===== config.mk =====
export PLATFORM = sky130hd
export DESIGN_NAME = yuv_to_rgba_pixel_converter_top
export DESIGN_NICKNAME = d
export VERILOG_FILES = /design/src/sv/yuvrgb_pkg.sv /design/src/sv/yuv_to_rgba_pixel_converter_top.sv /design/src/sv/yuvrgb_cfg.sv /design/src/sv/yuvrgb_prod.sv /design/src/sv/yuvrgb_finish.sv
export SDC_FILE = /design/constraint.sdc
export NUM_CORES = 2
export LEC_CHECK = 0
export BUFFER_PORTS_ARGS = -buffer_cell sky130_fd_sc_hd__buf_2
export CAP_MARGIN = 5
export CORE_ASPECT_RATIO = 1.4
export CORE_MARGIN = 5
export CORE_UTILIZATION = 35
export CTS_CLUSTER_DIAMETER = 100
export DETAILED_ROUTE_END_ITERATION = 8
export SETUP_SLACK_MARGIN = 0.02
export SYNTH_ARGS = -nofsm -noshare
export SYNTH_HDL_FRONTEND = slang
export SYNTH_SLANG_ARGS = --single-unit

===== constraint.sdc =====
create_clock -name clk_i -period 9.7 [get_ports clk_i]
set_clock_uncertainty 0.05 [all_clocks]
set_input_delay 0.97 -clock clk_i [delete_from_list [all_inputs] [get_ports clk_i]]
set_output_delay 0.97 -clock clk_i [all_outputs]
set_load 0.01 [all_outputs]

===== src/sv/yuvrgb_pkg.sv =====
// Package with the types and constants of the pixel converter.
`default_nettype none

package yuvrgb_pkg;

  // Largest frame or window dimension; larger register values saturate to it.
  localparam int unsigned MaxDim   = 4096;
  localparam int unsigned DimW     = $clog2(MaxDim + 1);
  localparam int unsigned CfgDataW = 13;
  localparam int unsigned CfgIdxW  = 3;
  localparam int unsigned RowW     = 12;
  localparam int unsigned DestW    = 24;
  localparam int unsigned InDataW  = 80;
  localparam int unsigned OutDataW = 56;

  // Derived widths of the index arithmetic.
  localparam int unsigned CfgProdW = 2 * DimW;
  localparam int unsigned BoundW   = 2 * DimW - 1;
  localparam int unsigned IdxProdW = RowW + DimW;
  localparam int unsigned IdxW     = (IdxProdW + 1 > DestW) ? IdxProdW + 1 : DestW;
  localparam int unsigned CiProdW  = RowW - 1 + DimW;
  localparam int unsigned CiW      = CiProdW + 1;
  localparam int unsigned CmpW     = (CiW + 1 > BoundW) ? CiW + 1 : BoundW;

  // Widths of the signed color sums.
  localparam int unsigned NvSumW = 20;
  localparam int unsigned QSumW  = 28;

  // Reset values of the dimension registers.
  localparam int unsigned RstFrameWidth  = 1280;
  localparam int unsigned RstFrameHeight = 720;
  localparam int unsigned RstWinWidth    = 1280;
  localparam int unsigned RstWinHeight   = 720;
  localparam int unsigned RstWinStride   = 1280;

  // Integer BT.601 coefficients.
  localparam int NvCoefY  = 298;
  localparam int NvCoefVr = 409;
  localparam int NvCoefUg = 100;
  localparam int NvCoefVg = 208;
  localparam int NvCoefUb = 516;
  localparam int NvRound  = 128;
  localparam int LumaOff  = 16;
  localparam int ChromaOff = 128;

  // Q16 coefficients of the floating BT.601 set, rounded to the nearest integer.
  localparam int QCoefVr = 91881;
  localparam int QCoefUg = 22544;
  localparam int QCoefVg = 46793;
  localparam int QCoefUb = 116130;

  // Output words.
  localparam logic [7:0]  AlphaByte  = 8'hFF;
  localparam logic [31:0] BandBlue   = 32'hFF0000FF;
  localparam logic [31:0] BandGreen  = 32'hFF00FF00;
  localparam logic [31:0] BandRed    = 32'hFFFF0000;

  // Source formats; the two unused codes behave as the test pattern.
  typedef enum logic [2:0] {
    FmtNv12   = 3'd0,
    FmtNv21   = 3'd1,
    FmtI420   = 3'd2,
    FmtRgb24  = 3'd3,
    FmtRgba32 = 3'd4,
    FmtTest   = 3'd5
  } fmt_e;

  // Configuration register indexes.
  typedef enum logic [CfgIdxW-1:0] {
    CfgPixelFormat = 3'd0,
    CfgFrameWidth  = 3'd1,
    CfgFrameHeight = 3'd2,
    CfgWinWidth    = 3'd3,
    CfgWinHeight   = 3'd4,
    CfgWinStride   = 3'd5
  } cfg_idx_e;

  // Configuration as seen by the datapath, with derived limits.
  typedef struct packed {
    logic [2:0]        fmt;
    logic [DimW-1:0]   fw;
    logic [DimW-1:0]   ww;
    logic [DimW-1:0]   wh;
    logic [DimW-1:0]   st;
    logic [DimW-1:0]   lim_w;
    logic [DimW-1:0]   lim_h;
    logic [BoundW-1:0] bound;
    logic [DimW-1:0]   wh_third;
    logic [DimW-1:0]   wh_two_third;
  } cfg_t;

  // One input pixel, last field in the lowest bits.
  typedef struct packed {
    logic [31:0]     word;
    logic [7:0]      s2;
    logic [7:0]      s1;
    logic [7:0]      s0;
    logic [RowW-1:0] col;
    logic [RowW-1:0] row;
  } pix_in_t;

  // Intermediate values between the product stage and the result stage.
  typedef struct packed {
    logic [2:0]               fmt;
    logic                     area_ok;
    logic                     test_ok;
    logic [31:0]              band_word;
    logic [IdxProdW-1:0]      idx_prod;
    logic [RowW-1:0]          col;
    logic [CiProdW-1:0]       ci_prod;
    logic signed [NvSumW-1:0] nv_r;
    logic signed [NvSumW-1:0] nv_g;
    logic signed [NvSumW-1:0] nv_b;
    logic signed [QSumW-1:0]  q_r;
    logic signed [QSumW-1:0]  q_g;
    logic signed [QSumW-1:0]  q_b;
    logic [31:0]              raw_word;
  } prod_t;

  // One result item.
  typedef struct packed {
    logic             we;
    logic [DestW-1:0] dest;
    logic [31:0]      word;
  } res_t;

endpackage

`default_nettype wire


===== src/sv/yuv_to_rgba_pixel_converter_top.sv =====
// Top level of the YUV/RGB to packed RGBA pixel converter.
`default_nettype none

// Converts one pixel per clock, while the output side is ready, into a write
// flag, a destination index (row * stride + column, modulo 2^24) and a
// 0xAARRGGBB word. Each transfer passes three register stages (input,
// product, result) in that order; a new pixel may be accepted in every cycle
// while the output side is ready. The multipliers of the product stage (row
// times stride, half row times frame width) set the clock rate. The
// configuration port is always ready; limits derived from a write (window
// minima, chroma plane bound, band rows) settle in the cycle after it.
// A stalled output holds its transfer while the earlier stages keep filling.
module yuv_to_rgba_pixel_converter_top (
  input  wire logic                                clk_i,
  input  wire logic                                rst_ni,
  // Input pixel stream.
  input  wire logic                                s_axis_tvalid_i,
  output logic                                     s_axis_tready_o,
  // tdata fields from bit 0: pixel_row[11:0], pixel_col[11:0], luma_or_red[7:0],
  // chroma_first[7:0], chroma_second[7:0], source_word[31:0].
  input  wire logic [yuvrgb_pkg::InDataW-1:0]      s_axis_tdata_i,
  // Result stream.
  output logic                                     m_axis_tvalid_o,
  input  wire logic                                m_axis_tready_i,
  // tuser fields from bit 0: write_enable.
  output logic                                     m_axis_tuser_o,
  // tdata fields from bit 0: dest_index[23:0], pixel_word[31:0].
  output logic [yuvrgb_pkg::OutDataW-1:0]          m_axis_tdata_o,
  // Configuration write channel.
  input  wire logic                                cfg_valid_i,
  output logic                                     cfg_ready_o,
  input  wire logic [yuvrgb_pkg::CfgIdxW-1:0]     cfg_index_i,
  input  wire logic [yuvrgb_pkg::CfgDataW-1:0]    cfg_data_i
);

  yuvrgb_pkg::cfg_t    cfg;
  yuvrgb_pkg::pix_in_t pix_q;
  yuvrgb_pkg::prod_t   prod;
  yuvrgb_pkg::res_t    res;
  logic                in_v_q, prod_v_q, out_v_q;
  logic                en_in, en_prod, en_out;
  logic                out_we_q;
  logic [yuvrgb_pkg::OutDataW-1:0] out_data_q;

  assign cfg_ready_o = 1'b1;

  yuvrgb_cfg u_cfg (
    .clk_i       (clk_i),
    .rst_ni      (rst_ni),
    .cfg_valid_i (cfg_valid_i),
    .cfg_index_i (cfg_index_i),
    .cfg_data_i  (cfg_data_i),
    .cfg_o       (cfg)
  );

  // A stage advances when it is empty or the stage after it advances.
  assign en_out          = !out_v_q || m_axis_tready_i;
  assign en_prod         = !prod_v_q || en_out;
  assign en_in           = !in_v_q || en_prod;
  assign s_axis_tready_o = en_in;

  // Stage valid flags.
  always_ff @(posedge clk_i or negedge rst_ni) begin
    if (!rst_ni) begin
      in_v_q   <= 1'b0;
      prod_v_q <= 1'b0;
      out_v_q  <= 1'b0;
    end else begin
      if (en_in) begin
        in_v_q <= s_axis_tvalid_i;
      end
      if (en_prod) begin
        prod_v_q <= in_v_q;
      end
      if (en_out) begin
        out_v_q <= prod_v_q;
      end
    end
  end

  // Input register.
  always_ff @(posedge clk_i) begin
    if (en_in) begin
      pix_q <= yuvrgb_pkg::pix_in_t'(s_axis_tdata_i);
    end
  end

  yuvrgb_prod u_prod (
    .clk_i  (clk_i),
    .en_i   (en_prod),
    .pix_i  (pix_q),
    .cfg_i  (cfg),
    .prod_o (prod)
  );

  yuvrgb_finish u_finish (
    .prod_i (prod),
    .cfg_i  (cfg),
    .res_o  (res)
  );

  // Result register.
  always_ff @(posedge clk_i) begin
    if (en_out) begin
      out_we_q   <= res.we;
      out_data_q <= {res.word, res.dest};
    end
  end

  assign m_axis_tvalid_o = out_v_q;
  assign m_axis_tuser_o  = out_we_q;
  assign m_axis_tdata_o  = out_data_q;

endmodule

`default_nettype wire


===== src/sv/yuvrgb_cfg.sv =====
// Configuration registers with dimension saturation and derived limits.
`default_nettype none

module yuvrgb_cfg (
  input  wire logic                             clk_i,
  input  wire logic                             rst_ni,
  input  wire logic                             cfg_valid_i,
  input  wire logic [yuvrgb_pkg::CfgIdxW-1:0]  cfg_index_i,
  input  wire logic [yuvrgb_pkg::CfgDataW-1:0] cfg_data_i,
  output yuvrgb_pkg::cfg_t                      cfg_o
);

  localparam int unsigned DimW     = yuvrgb_pkg::DimW;
  localparam int unsigned Div3W    = DimW + 16;
  localparam int unsigned Div3Mul  = 21846;

  // Saturate a written dimension to the largest supported value.
  function automatic logic [DimW-1:0] sat_dim(input logic [yuvrgb_pkg::CfgDataW-1:0] v);
    logic [DimW-1:0] r;
    if (32'(v) > yuvrgb_pkg::MaxDim) begin
      r = DimW'(yuvrgb_pkg::MaxDim);
    end else begin
      r = DimW'(v);
    end
    return r;
  endfunction

  // Floor of v / 3 by reciprocal multiplication; exact for all v below 2^15.
  function automatic logic [DimW-1:0] div3(input logic [DimW:0] v);
    logic [Div3W-1:0] p;
    p = Div3W'(v) * Div3W'(Div3Mul);
    return DimW'(p >> 16);
  endfunction

  logic [2:0]      fmt_q;
  logic [DimW-1:0] fw_q, fh_q, ww_q, wh_q, st_q;
  logic [DimW-1:0] lim_w_q, lim_h_q, third_q, two_third_q;
  logic [yuvrgb_pkg::BoundW-1:0]   bound_q;
  logic [yuvrgb_pkg::CfgProdW-1:0] area_prod;

  assign area_prod = yuvrgb_pkg::CfgProdW'(fw_q) * yuvrgb_pkg::CfgProdW'(fh_q);

  // Register writes.
  always_ff @(posedge clk_i or negedge rst_ni) begin
    if (!rst_ni) begin
      fmt_q <= yuvrgb_pkg::FmtNv12;
      fw_q  <= sat_dim(yuvrgb_pkg::CfgDataW'(yuvrgb_pkg::RstFrameWidth));
      fh_q  <= sat_dim(yuvrgb_pkg::CfgDataW'(yuvrgb_pkg::RstFrameHeight));
      ww_q  <= sat_dim(yuvrgb_pkg::CfgDataW'(yuvrgb_pkg::RstWinWidth));
      wh_q  <= sat_dim(yuvrgb_pkg::CfgDataW'(yuvrgb_pkg::RstWinHeight));
      st_q  <= sat_dim(yuvrgb_pkg::CfgDataW'(yuvrgb_pkg::RstWinStride));
    end else if (cfg_valid_i) begin
      unique case (cfg_index_i)
        yuvrgb_pkg::CfgPixelFormat: fmt_q <= cfg_data_i[2:0];
        yuvrgb_pkg::CfgFrameWidth:  fw_q  <= sat_dim(cfg_data_i);
        yuvrgb_pkg::CfgFrameHeight: fh_q  <= sat_dim(cfg_data_i);
        yuvrgb_pkg::CfgWinWidth:    ww_q  <= sat_dim(cfg_data_i);
        yuvrgb_pkg::CfgWinHeight:   wh_q  <= sat_dim(cfg_data_i);
        yuvrgb_pkg::CfgWinStride:   st_q  <= sat_dim(cfg_data_i);
        default: ;
      endcase
    end
  end

  // Derived limits follow the registers in the next cycle.
  always_ff @(posedge clk_i) begin
    lim_w_q     <= (fw_q < ww_q) ? fw_q : ww_q;
    lim_h_q     <= (fh_q < wh_q) ? fh_q : wh_q;
    bound_q     <= yuvrgb_pkg::BoundW'(area_prod >> 1);
    third_q     <= div3({1'b0, wh_q});
    two_third_q <= div3({wh_q, 1'b0});
  end

  always_comb begin
    cfg_o.fmt          = fmt_q;
    cfg_o.fw           = fw_q;
    cfg_o.ww           = ww_q;
    cfg_o.wh           = wh_q;
    cfg_o.st           = st_q;
    cfg_o.lim_w        = lim_w_q;
    cfg_o.lim_h        = lim_h_q;
    cfg_o.bound        = bound_q;
    cfg_o.wh_third     = third_q;
    cfg_o.wh_two_third = two_third_q;
  end

endmodule

`default_nettype wire


===== src/sv/yuvrgb_prod.sv =====
// Product stage: index products, color sums and area checks, registered.
`default_nettype none

module yuvrgb_prod (
  input  wire logic               clk_i,
  input  wire logic               en_i,
  input  wire yuvrgb_pkg::pix_in_t pix_i,
  input  wire yuvrgb_pkg::cfg_t    cfg_i,
  output yuvrgb_pkg::prod_t        prod_o
);

  localparam int unsigned NvW = yuvrgb_pkg::NvSumW;
  localparam int unsigned QW  = yuvrgb_pkg::QSumW;

  localparam logic signed [NvW-1:0] KNvY   = NvW'(yuvrgb_pkg::NvCoefY);
  localparam logic signed [NvW-1:0] KNvVr  = NvW'(yuvrgb_pkg::NvCoefVr);
  localparam logic signed [NvW-1:0] KNvUg  = NvW'(yuvrgb_pkg::NvCoefUg);
  localparam logic signed [NvW-1:0] KNvVg  = NvW'(yuvrgb_pkg::NvCoefVg);
  localparam logic signed [NvW-1:0] KNvUb  = NvW'(yuvrgb_pkg::NvCoefUb);
  localparam logic signed [NvW-1:0] KNvRnd = NvW'(yuvrgb_pkg::NvRound);
  localparam logic signed [QW-1:0]  KQVr   = QW'(yuvrgb_pkg::QCoefVr);
  localparam logic signed [QW-1:0]  KQUg   = QW'(yuvrgb_pkg::QCoefUg);
  localparam logic signed [QW-1:0]  KQVg   = QW'(yuvrgb_pkg::QCoefVg);
  localparam logic signed [QW-1:0]  KQUb   = QW'(yuvrgb_pkg::QCoefUb);

  logic [7:0]              y, u, v;
  logic signed [9:0]       c_s, d_s, e_s;
  logic signed [NvW-1:0]   c_n, d_n, e_n;
  logic signed [QW-1:0]    yy_q, d_q, e_q;
  yuvrgb_pkg::prod_t       prod_d;
  yuvrgb_pkg::prod_t       prod_q;

  // Chroma byte order depends on the format.
  always_comb begin
    y = pix_i.s0;
    case (cfg_i.fmt)
      yuvrgb_pkg::FmtNv21: begin
        u = pix_i.s2;
        v = pix_i.s1;
      end
      default: begin
        u = pix_i.s1;
        v = pix_i.s2;
      end
    endcase
  end

  // Offset samples and the color sums of both conversions.
  always_comb begin
    c_s  = $signed({2'b00, y}) - 10'(yuvrgb_pkg::LumaOff);
    d_s  = $signed({2'b00, u}) - 10'(yuvrgb_pkg::ChromaOff);
    e_s  = $signed({2'b00, v}) - 10'(yuvrgb_pkg::ChromaOff);
    c_n  = NvW'(c_s);
    d_n  = NvW'(d_s);
    e_n  = NvW'(e_s);
    d_q  = QW'(d_s);
    e_q  = QW'(e_s);
    yy_q = QW'($signed({1'b0, y, 16'h0000}));

    prod_d.nv_r = KNvY * c_n + KNvVr * e_n + KNvRnd;
    prod_d.nv_g = KNvY * c_n - KNvUg * d_n - KNvVg * e_n + KNvRnd;
    prod_d.nv_b = KNvY * c_n + KNvUb * d_n + KNvRnd;
    prod_d.q_r  = yy_q + KQVr * e_q;
    prod_d.q_g  = yy_q - KQUg * d_q - KQVg * e_q;
    prod_d.q_b  = yy_q + KQUb * d_q;

    // Index products, area checks and the pass-through words.
    prod_d.fmt      = cfg_i.fmt;
    prod_d.area_ok  = (pix_i.row < cfg_i.lim_h) && (pix_i.col < cfg_i.lim_w);
    prod_d.test_ok  = (pix_i.row < cfg_i.wh) && (pix_i.col < cfg_i.ww);
    if (pix_i.row < cfg_i.wh_third) begin
      prod_d.band_word = yuvrgb_pkg::BandBlue;
    end else if (pix_i.row < cfg_i.wh_two_third) begin
      prod_d.band_word = yuvrgb_pkg::BandGreen;
    end else begin
      prod_d.band_word = yuvrgb_pkg::BandRed;
    end
    prod_d.idx_prod = yuvrgb_pkg::IdxProdW'(pix_i.row) * yuvrgb_pkg::IdxProdW'(cfg_i.st);
    prod_d.col      = pix_i.col;
    prod_d.ci_prod  = yuvrgb_pkg::CiProdW'(pix_i.row[yuvrgb_pkg::RowW-1:1])
                      * yuvrgb_pkg::CiProdW'(cfg_i.fw);
    if (cfg_i.fmt == yuvrgb_pkg::FmtRgb24) begin
      prod_d.raw_word = {yuvrgb_pkg::AlphaByte, pix_i.s0, pix_i.s1, pix_i.s2};
    end else begin
      prod_d.raw_word = pix_i.word;
    end
  end

  always_ff @(posedge clk_i) begin
    if (en_i) begin
      prod_q <= prod_d;
    end
  end

  assign prod_o = prod_q;

endmodule

`default_nettype wire


===== src/sv/yuvrgb_finish.sv =====
// Result stage logic: clamping, chroma bound, format select and index sum.
`default_nettype none

module yuvrgb_finish (
  input  wire yuvrgb_pkg::prod_t prod_i,
  input  wire yuvrgb_pkg::cfg_t  cfg_i,
  output yuvrgb_pkg::res_t       res_o
);

  localparam int unsigned NvW = yuvrgb_pkg::NvSumW;
  localparam int unsigned QW  = yuvrgb_pkg::QSumW;

  // Floor by 256, then clamp to a byte; negative sums give zero.
  function automatic logic [7:0] clamp_nv(input logic signed [NvW-1:0] s);
    logic [7:0] r;
    if (s[NvW-1]) begin
      r = 8'h00;
    end else if (|s[NvW-1:16]) begin
      r = 8'hFF;
    end else begin
      r = s[15:8];
    end
    return r;
  endfunction

  // Truncate a Q16 sum, then clamp to a byte; negative sums give zero.
  function automatic logic [7:0] clamp_q(input logic signed [QW-1:0] s);
    logic [7:0] r;
    if (s[QW-1]) begin
      r = 8'h00;
    end else if (|s[QW-1:24]) begin
      r = 8'hFF;
    end else begin
      r = s[23:16];
    end
    return r;
  endfunction

  logic [yuvrgb_pkg::CiW-1:0]  ci;
  logic                        chroma_ok;
  logic [yuvrgb_pkg::IdxW-1:0] idx_sum;
  logic                        we;
  logic [31:0]                 px;

  // NV12 chroma plane bound and the destination index.
  always_comb begin
    ci = yuvrgb_pkg::CiW'(prod_i.ci_prod)
         + yuvrgb_pkg::CiW'({prod_i.col[yuvrgb_pkg::RowW-1:1], 1'b0});
    chroma_ok = (yuvrgb_pkg::CmpW'(ci) + yuvrgb_pkg::CmpW'(1))
                < yuvrgb_pkg::CmpW'(cfg_i.bound);
    idx_sum = yuvrgb_pkg::IdxW'(prod_i.idx_prod) + yuvrgb_pkg::IdxW'(prod_i.col);
  end

  // Format select and write decision.
  always_comb begin
    we = prod_i.area_ok;
    px = prod_i.raw_word;
    case (prod_i.fmt) inside
      yuvrgb_pkg::FmtNv12: begin
        we = prod_i.area_ok && chroma_ok;
        px = {yuvrgb_pkg::AlphaByte, clamp_nv(prod_i.nv_r), clamp_nv(prod_i.nv_g),
              clamp_nv(prod_i.nv_b)};
      end
      yuvrgb_pkg::FmtNv21, yuvrgb_pkg::FmtI420: begin
        px = {yuvrgb_pkg::AlphaByte, clamp_q(prod_i.q_r), clamp_q(prod_i.q_g),
              clamp_q(prod_i.q_b)};
      end
      yuvrgb_pkg::FmtRgb24, yuvrgb_pkg::FmtRgba32: begin
        px = prod_i.raw_word;
      end
      default: begin
        we = prod_i.test_ok;
        px = prod_i.band_word;
      end
    endcase
  end

  // Skipped pixels carry zero fields.
  always_comb begin
    res_o.we   = we;
    res_o.dest = we ? idx_sum[yuvrgb_pkg::DestW-1:0] : '0;
    res_o.word = we ? px : '0;
  end

endmodule

`default_nettype wire


After elaboration in Yosys (flattened, before gate mapping) --
Index checks and enable logic that the tools add are counted.
Word-level totals: memories kept 0, bits of input ports 101, word-level logic and storage cells 139, memory bits (writable) 0, output and inout port bits 60, memory bits (read-only) 0, bits in latches 0, bits in registers 557
Cells by class: magnitude comparators 10, multiplexer cells 25, bitwise logic cells 0, multiply operators 14, $add $sub $neg 17, reductions and logical operators 25, equal/unequal tests 11, shift-type cells 0, div/mod/pow operators 0
Operators by type and width (number):
- $mux W8 | 14
- $mux W32 | 3
- $lt A12 B13 Y1 | 5
- $add A20 B9 Y20 const B | 3
- $add A25 B28 Y28 | 2
- $mul A13 B14 Y27 const B | 2
- $mul A17 B9 Y26 const A | 2
- $mux W24 | 2
- $add A20 B20 Y20 | 2
- $sub A20 B20 Y20 | 2
- $mux W13 | 3
- $mul A9 B9 Y18 const A | 2
- $sub A25 B28 Y28 | 1
- $sub A28 B28 Y28 | 1
- $mul A18 B9 Y27 const A | 1
- $add A25 B1 Y26 const B | 1
- $lt A13 B13 Y1 | 2
- $lt A26 B25 Y1 | 1
- $mul A13 B13 Y26 | 1
- $add A24 B12 Y25 | 1
- $add A24 B12 Y24 | 1
- $mul A11 B13 Y24 | 1
- $mul A12 B13 Y24 | 1
- $reduce_or A4 Y1 | 6
- 18 further kinds | 42

Logic depth before layout (Yosys ltp) --
depth in word-level cells 7, depth in mapped cells 33, mapped depth without buffers 31

Hierarchy --
From an unflattened synthesis, not the netlist that was laid out.
Second synthesis, totals: cells, all modules 5621, area total of the unflattened synthesis 56686.9 µm²
Modules (own cells, without submodules):
- yuvrgb_prod | area each 35156.2 µm², instances 1, sequential area each 7116.8 µm², cells each 3457
- yuvrgb_cfg | area each 13221.4 µm², instances 1, sequential area each 3000.4 µm², cells each 1378
- yuv_to_rgba_pixel_converter_top | area each 4251.6 µm², instances 1, sequential area each 4189.0 µm², cells each 149
- yuvrgb_finish | area each 4057.6 µm², instances 1, sequential area each 0.0 µm², cells each 637

Worst setup path after synthesis --
OpenSTA, ideal clock, no wires.
path type flip-flop to flip-flop, from register u_cfg.fmt_q[2], to register u_prod.prod_q (netlist bit u_prod.prod_o[58]), data pin, period minus slack after synthesis 7.923 ns, library setup time 0.262 ns, stages on the path, launching flop included 33, required time 9.388 ns, data arrival time 7.611 ns, slack 1.777 ns, buffers on the path 2, cells stage by stage dfrtp_1 > nor3b_1 > mux2_2 > buf_2 > inv_1 > clkbuf_1 > ha_1 > ha_1 > inv_1 > fa_1 > inv_1 > fa_1 > ha_1 > ha_1 > or3_1 > a221oi_1 > o22ai_1 > o21a_1 > nor2_1 > nor2b_1 > nor2_1 > xnor2_1 > fa_1 > a21o_1 > a21oi_1 > o21bai_1 > a21oi_1 > o21bai_1 > a21oi_1 > nor2_1 > o2111a_1 > a31oi_1 > mux2i_1
RTL lines:
- start, declared | line yuvrgb_cfg.sv:35 | logic [2:0] fmt_q;
- start signal, assigned | line yuvrgb_cfg.sv:46 | fmt_q <= yuvrgb_pkg::FmtNv12;
- start signal, assigned | line yuvrgb_cfg.sv:54 | yuvrgb_pkg::CfgPixelFormat: fmt_q <= cfg_data_i[2:0];
- end signal, assigned | line yuvrgb_prod.sv:91 | prod_q <= prod_d;
- end, declared | line yuvrgb_prod.sv:31 | yuvrgb_pkg::prod_t prod_q;

==> flow_summary_export.csv <==
group,metric,value,unit
layout,layoutNonFillerInstCount,7305,
global_routing,grt_pass1_wl,226700,µm
sta,totalNegativeSetupSlack,0,ns
critical_path,worstSetupEndpoint,"u_prod.prod_o[85]",
global_routing,grt_util_all_layers,18.82,%
placed_design,place_area,54970,µm²
global_routing,grt_antenna_before_repair,6,
drt,drt-pass1-iter-count,5,
sta,final-hold-violation-count,0,
critical_path,worstPathMaxFanout,14,
layout,num-fill-cells,14580,
die,boundaryPins,161,
drt,detail_route.vias_per_cell,5.043,
sta,finalCritPeriodShare,90.09,%
drt,post_drt_wl_per_cell,19.96,µm
critical_path,critical_path.slowest_cell,"a21oi_1",
critical_path,reg2reg_from,"u_cfg.fmt_q[2]",
critical_path,cp-end-kind,"flop",
layout,sequential_area,12350,µm²
flow_run,drv.max_cap_violation_count,0,
clock_tree,cts-htree-levels,2,
die,dieArea,155900,µm²
placed_design,number_of_cells_after_detailed_placement,7202,
critical_path,critical-path-max-stage-delay,0.80,ns
sta,slew_headroom,21.12,%
clock_tree,cts_sinks,444,
placed_design,post-dp-hpwl,116700,µm
critical_path,worstPathBufferInverterCount,1,
clock_tree,clkTransAtPathRegs,0.06,ns
sta,max_clock_freq,114.4,MHz
die,die-height,465.1,µm
layout,mostFrequentLayoutCell,"ha_1",
synthesis,mean_instance_size_in_the_synthesized_netlist,9.990,µm²
die,fp.dieW,335.1,µm
synthesis,netlist_area,51790,µm²
clock_tree,worst_skew_pair.late_latency,0.67,ns
critical_path,critical_path.top_delay_family,"compound AO/OA/AOI/OAI gates",
drt,wl,145800,µm
clock_tree,clk_root_buffer_cell,"clkbuf_16",
placed_design,gpl.final_weighted_congestion,0.9363,
synthesis,synth_enable_flop_cells,309,
critical_path,timing_worst_setup_path_type,"flop to flop",
synthesis,synth_cells,5184,
min_path,hold_path.class,"primary input to asynchronous set/reset pin",
placed_design,io_buffer_count,159,
synthesis,seq_area_frac_synth,23.85,%
synthesis,ys_dominant_reg_cell,"edfxtp_1",
synthesis,postSynthRegisterBits,444,
drt,remaining_drc_errors,0,
sta,rsz0062_at_grt,"false",
synthesis,ys_types,84,
drt,route.vias.total,36840,
sta,final_critical_path_setup_slack,0.9610,ns
critical_path,ff2ff_setup_slack,0.96,ns
critical_path,worst-r2r-cell-count,29,
clock_tree,post_cts_resized,0,
placed_design,pre_cts_slack,1.074,ns
global_routing,grt_pass1_vias,39140,
critical_path,critical_path_cell_count,29,
status,outcome,"completed",
clock_tree,cts_hold_repair.buffers,0,
critical_path,startpoint,"u_cfg.fmt_q[2]",
clock_tree,post-cts-setup-buffers,0,
drt,drt.antenna.violating_nets,0,
sta,worst_pin_slew,1.153,ns
critical_path,critPathArrivalTime,9.08,ns
layout,layout_overhead_on_the_synthesized_area,9.598,%
synthesis,synth_warnings,0,
sta,final_max_slew_viol_count,0,
critical_path,crit-reg2reg-capture,"u_prod.prod_o[85]",
critical_path,cp_data_required_time,10.05,ns
clock_tree,tritoncts,"built",
layout,drive_gt1_share,7.687,%
layout,highest_count_cells_in_the_layout_ignoring_fill_and_taps,"932 x ha_1, 885 x inv_1, 527 x fa_1",
critical_path,crit_path_frequent_cell,"ha_1",
layout,finalNetCount,6875,
sta,finalWorstPathRequiredPeriod,8.739,ns
drt,drt_first_iter_violations,1663,
global_routing,globalRoute.totalOverflow,0,
die,core.rowCount,167,
synthesis,synth_fp_nets,6744,
clock_tree,max-clock-path-buffers,3,
clock_tree,cts-buffers-inserted,54,
layout,design_area,56760,µm²
die,start_util,35.11,%
layout,area_used_by_multi_input_combinational_logic,35630,µm²
die,coreArea,147500,µm²
critical_path,worstSetupStartpointType,"flop",
global_routing,grt_max_degree,72,
synthesis,postSynth.asyncResetShare,15.99,%
sta,setup_viol,0,
-- synth_stat cells, drive strengths merged, types with 9 or more instances --
library cell,count,area [µm²]
a21o,85,638.1
nand4,11,68.82
nor3,80,400.4
a211oi,11,82.58
or4,9,71.32
nor2,255,957.2
o21ai,175,883.4
a211o,37,324.1
clkbuf,136,510.5
nand2,449,1685
ha,932,11660
nand2b,66,412.9
dfrtp,57,1426
o21bai,30,225.2
dfstp,14,367.9
and2,190,1189
a21boi,12,90.08
xor2,69,604.3
a21oi,171,870.8
dfxtp,64,1281
a31oi,43,275.3
xnor2,187,1638
inv,886,3326
or3,18,112.6
nand3,48,240.2
o31ai,10,75.07
edfxtp,309,9279
mux2,63,713.2
nor2b,48,300.3
mux2i,10,100.1
o211ai,9,67.56
or2,15,93.85
o21a,33,247.7
and3,19,118.9
fa,527,10550
-- cells by family after synthesis --
logic type	after synthesis	share of synthesized area, %
AND/OR/NAND/NOR	1244	11.47
flip-flops	444	23.85
multiplexers	73	1.570
XOR/XNOR	256	4.329
buffers and inverters	1027	7.458
adder cells (fa/ha/maj)	1459	42.89
AO/OA/AOI/OAI	680	8.427
other	1	0.007241
-- final cells by class --
cell class / instances / share of cell area, %
antenna: 2 / 0.008817
clock buffer: 76 / 2.632
clock inverter: 25 / 0.5092
inverter: 887 / 5.868
multi-input combinational: 3713 / 62.76
sequential: 444 / 21.77
tap: 1943 / 4.283
timing repair buffer: 215 / 2.169
-- metal layers --
layer,wire (µm),vias to the layer above,track usage (%),share of wire [%]
li1,-,17390,-,-
met1,59270,18320,22.67,41
met2,70660,832,32.67,48
met3,6381,290,2.538,4.4
met4,9520,2,9.961,6.5
met5,11,-,0,0.0075
-- stage by stage --
| stage | hold slack, ns | utilization, % |
|---|---|---|
| floorplan | 0.3813 | - |
| global placement | 0.3983 | 37.26 |
| detailed placement | 0.4131 | 37.26 |
| CTS | 0.06222 | 38.47 |
| global route | 0.08067 | 38.47 |
| finish | 0.1036 | 38.48 |
-- how the worst min path moves through the flow --
stage              start                 end  slack (ns)  depth (start not counted)
3_3_place_gp      in_v_q            prod_v_q        0.40                          1
6_report          rst_ni       u_cfg.fw_q[1]        0.10                          1
3_5_place_dp      in_v_q            prod_v_q        0.41                          1
2_1_floorplan  pix_q[12]  u_prod.prod_o[200]        0.38                          0
5_1_grt           rst_ni       u_cfg.fh_q[5]        0.08                          1
4_1_cts           rst_ni       u_cfg.fw_q[1]        0.06                          1
-- flip-flops by register name, indices dropped and copies added, names as in the netlist, 3 cells and up --
signal,count
u_cfg.lim_h_q,13
u_cfg.st_q,13
u_cfg.fmt_q,3
u_cfg.fh_q,13
u_cfg.bound_q,25
u_cfg.lim_w_q,13
u_cfg.wh_q,13
u_cfg.ww_q,13
u_cfg.two_third_q,12
u_prod.prod_o,172
m_axis_tdata_o,56
u_cfg.fw_q,13
pix_q,80
Power is left out: the tool's default activity adds up to more than one toggle a clock period on the data nets, which glitch-free logic cannot reach.
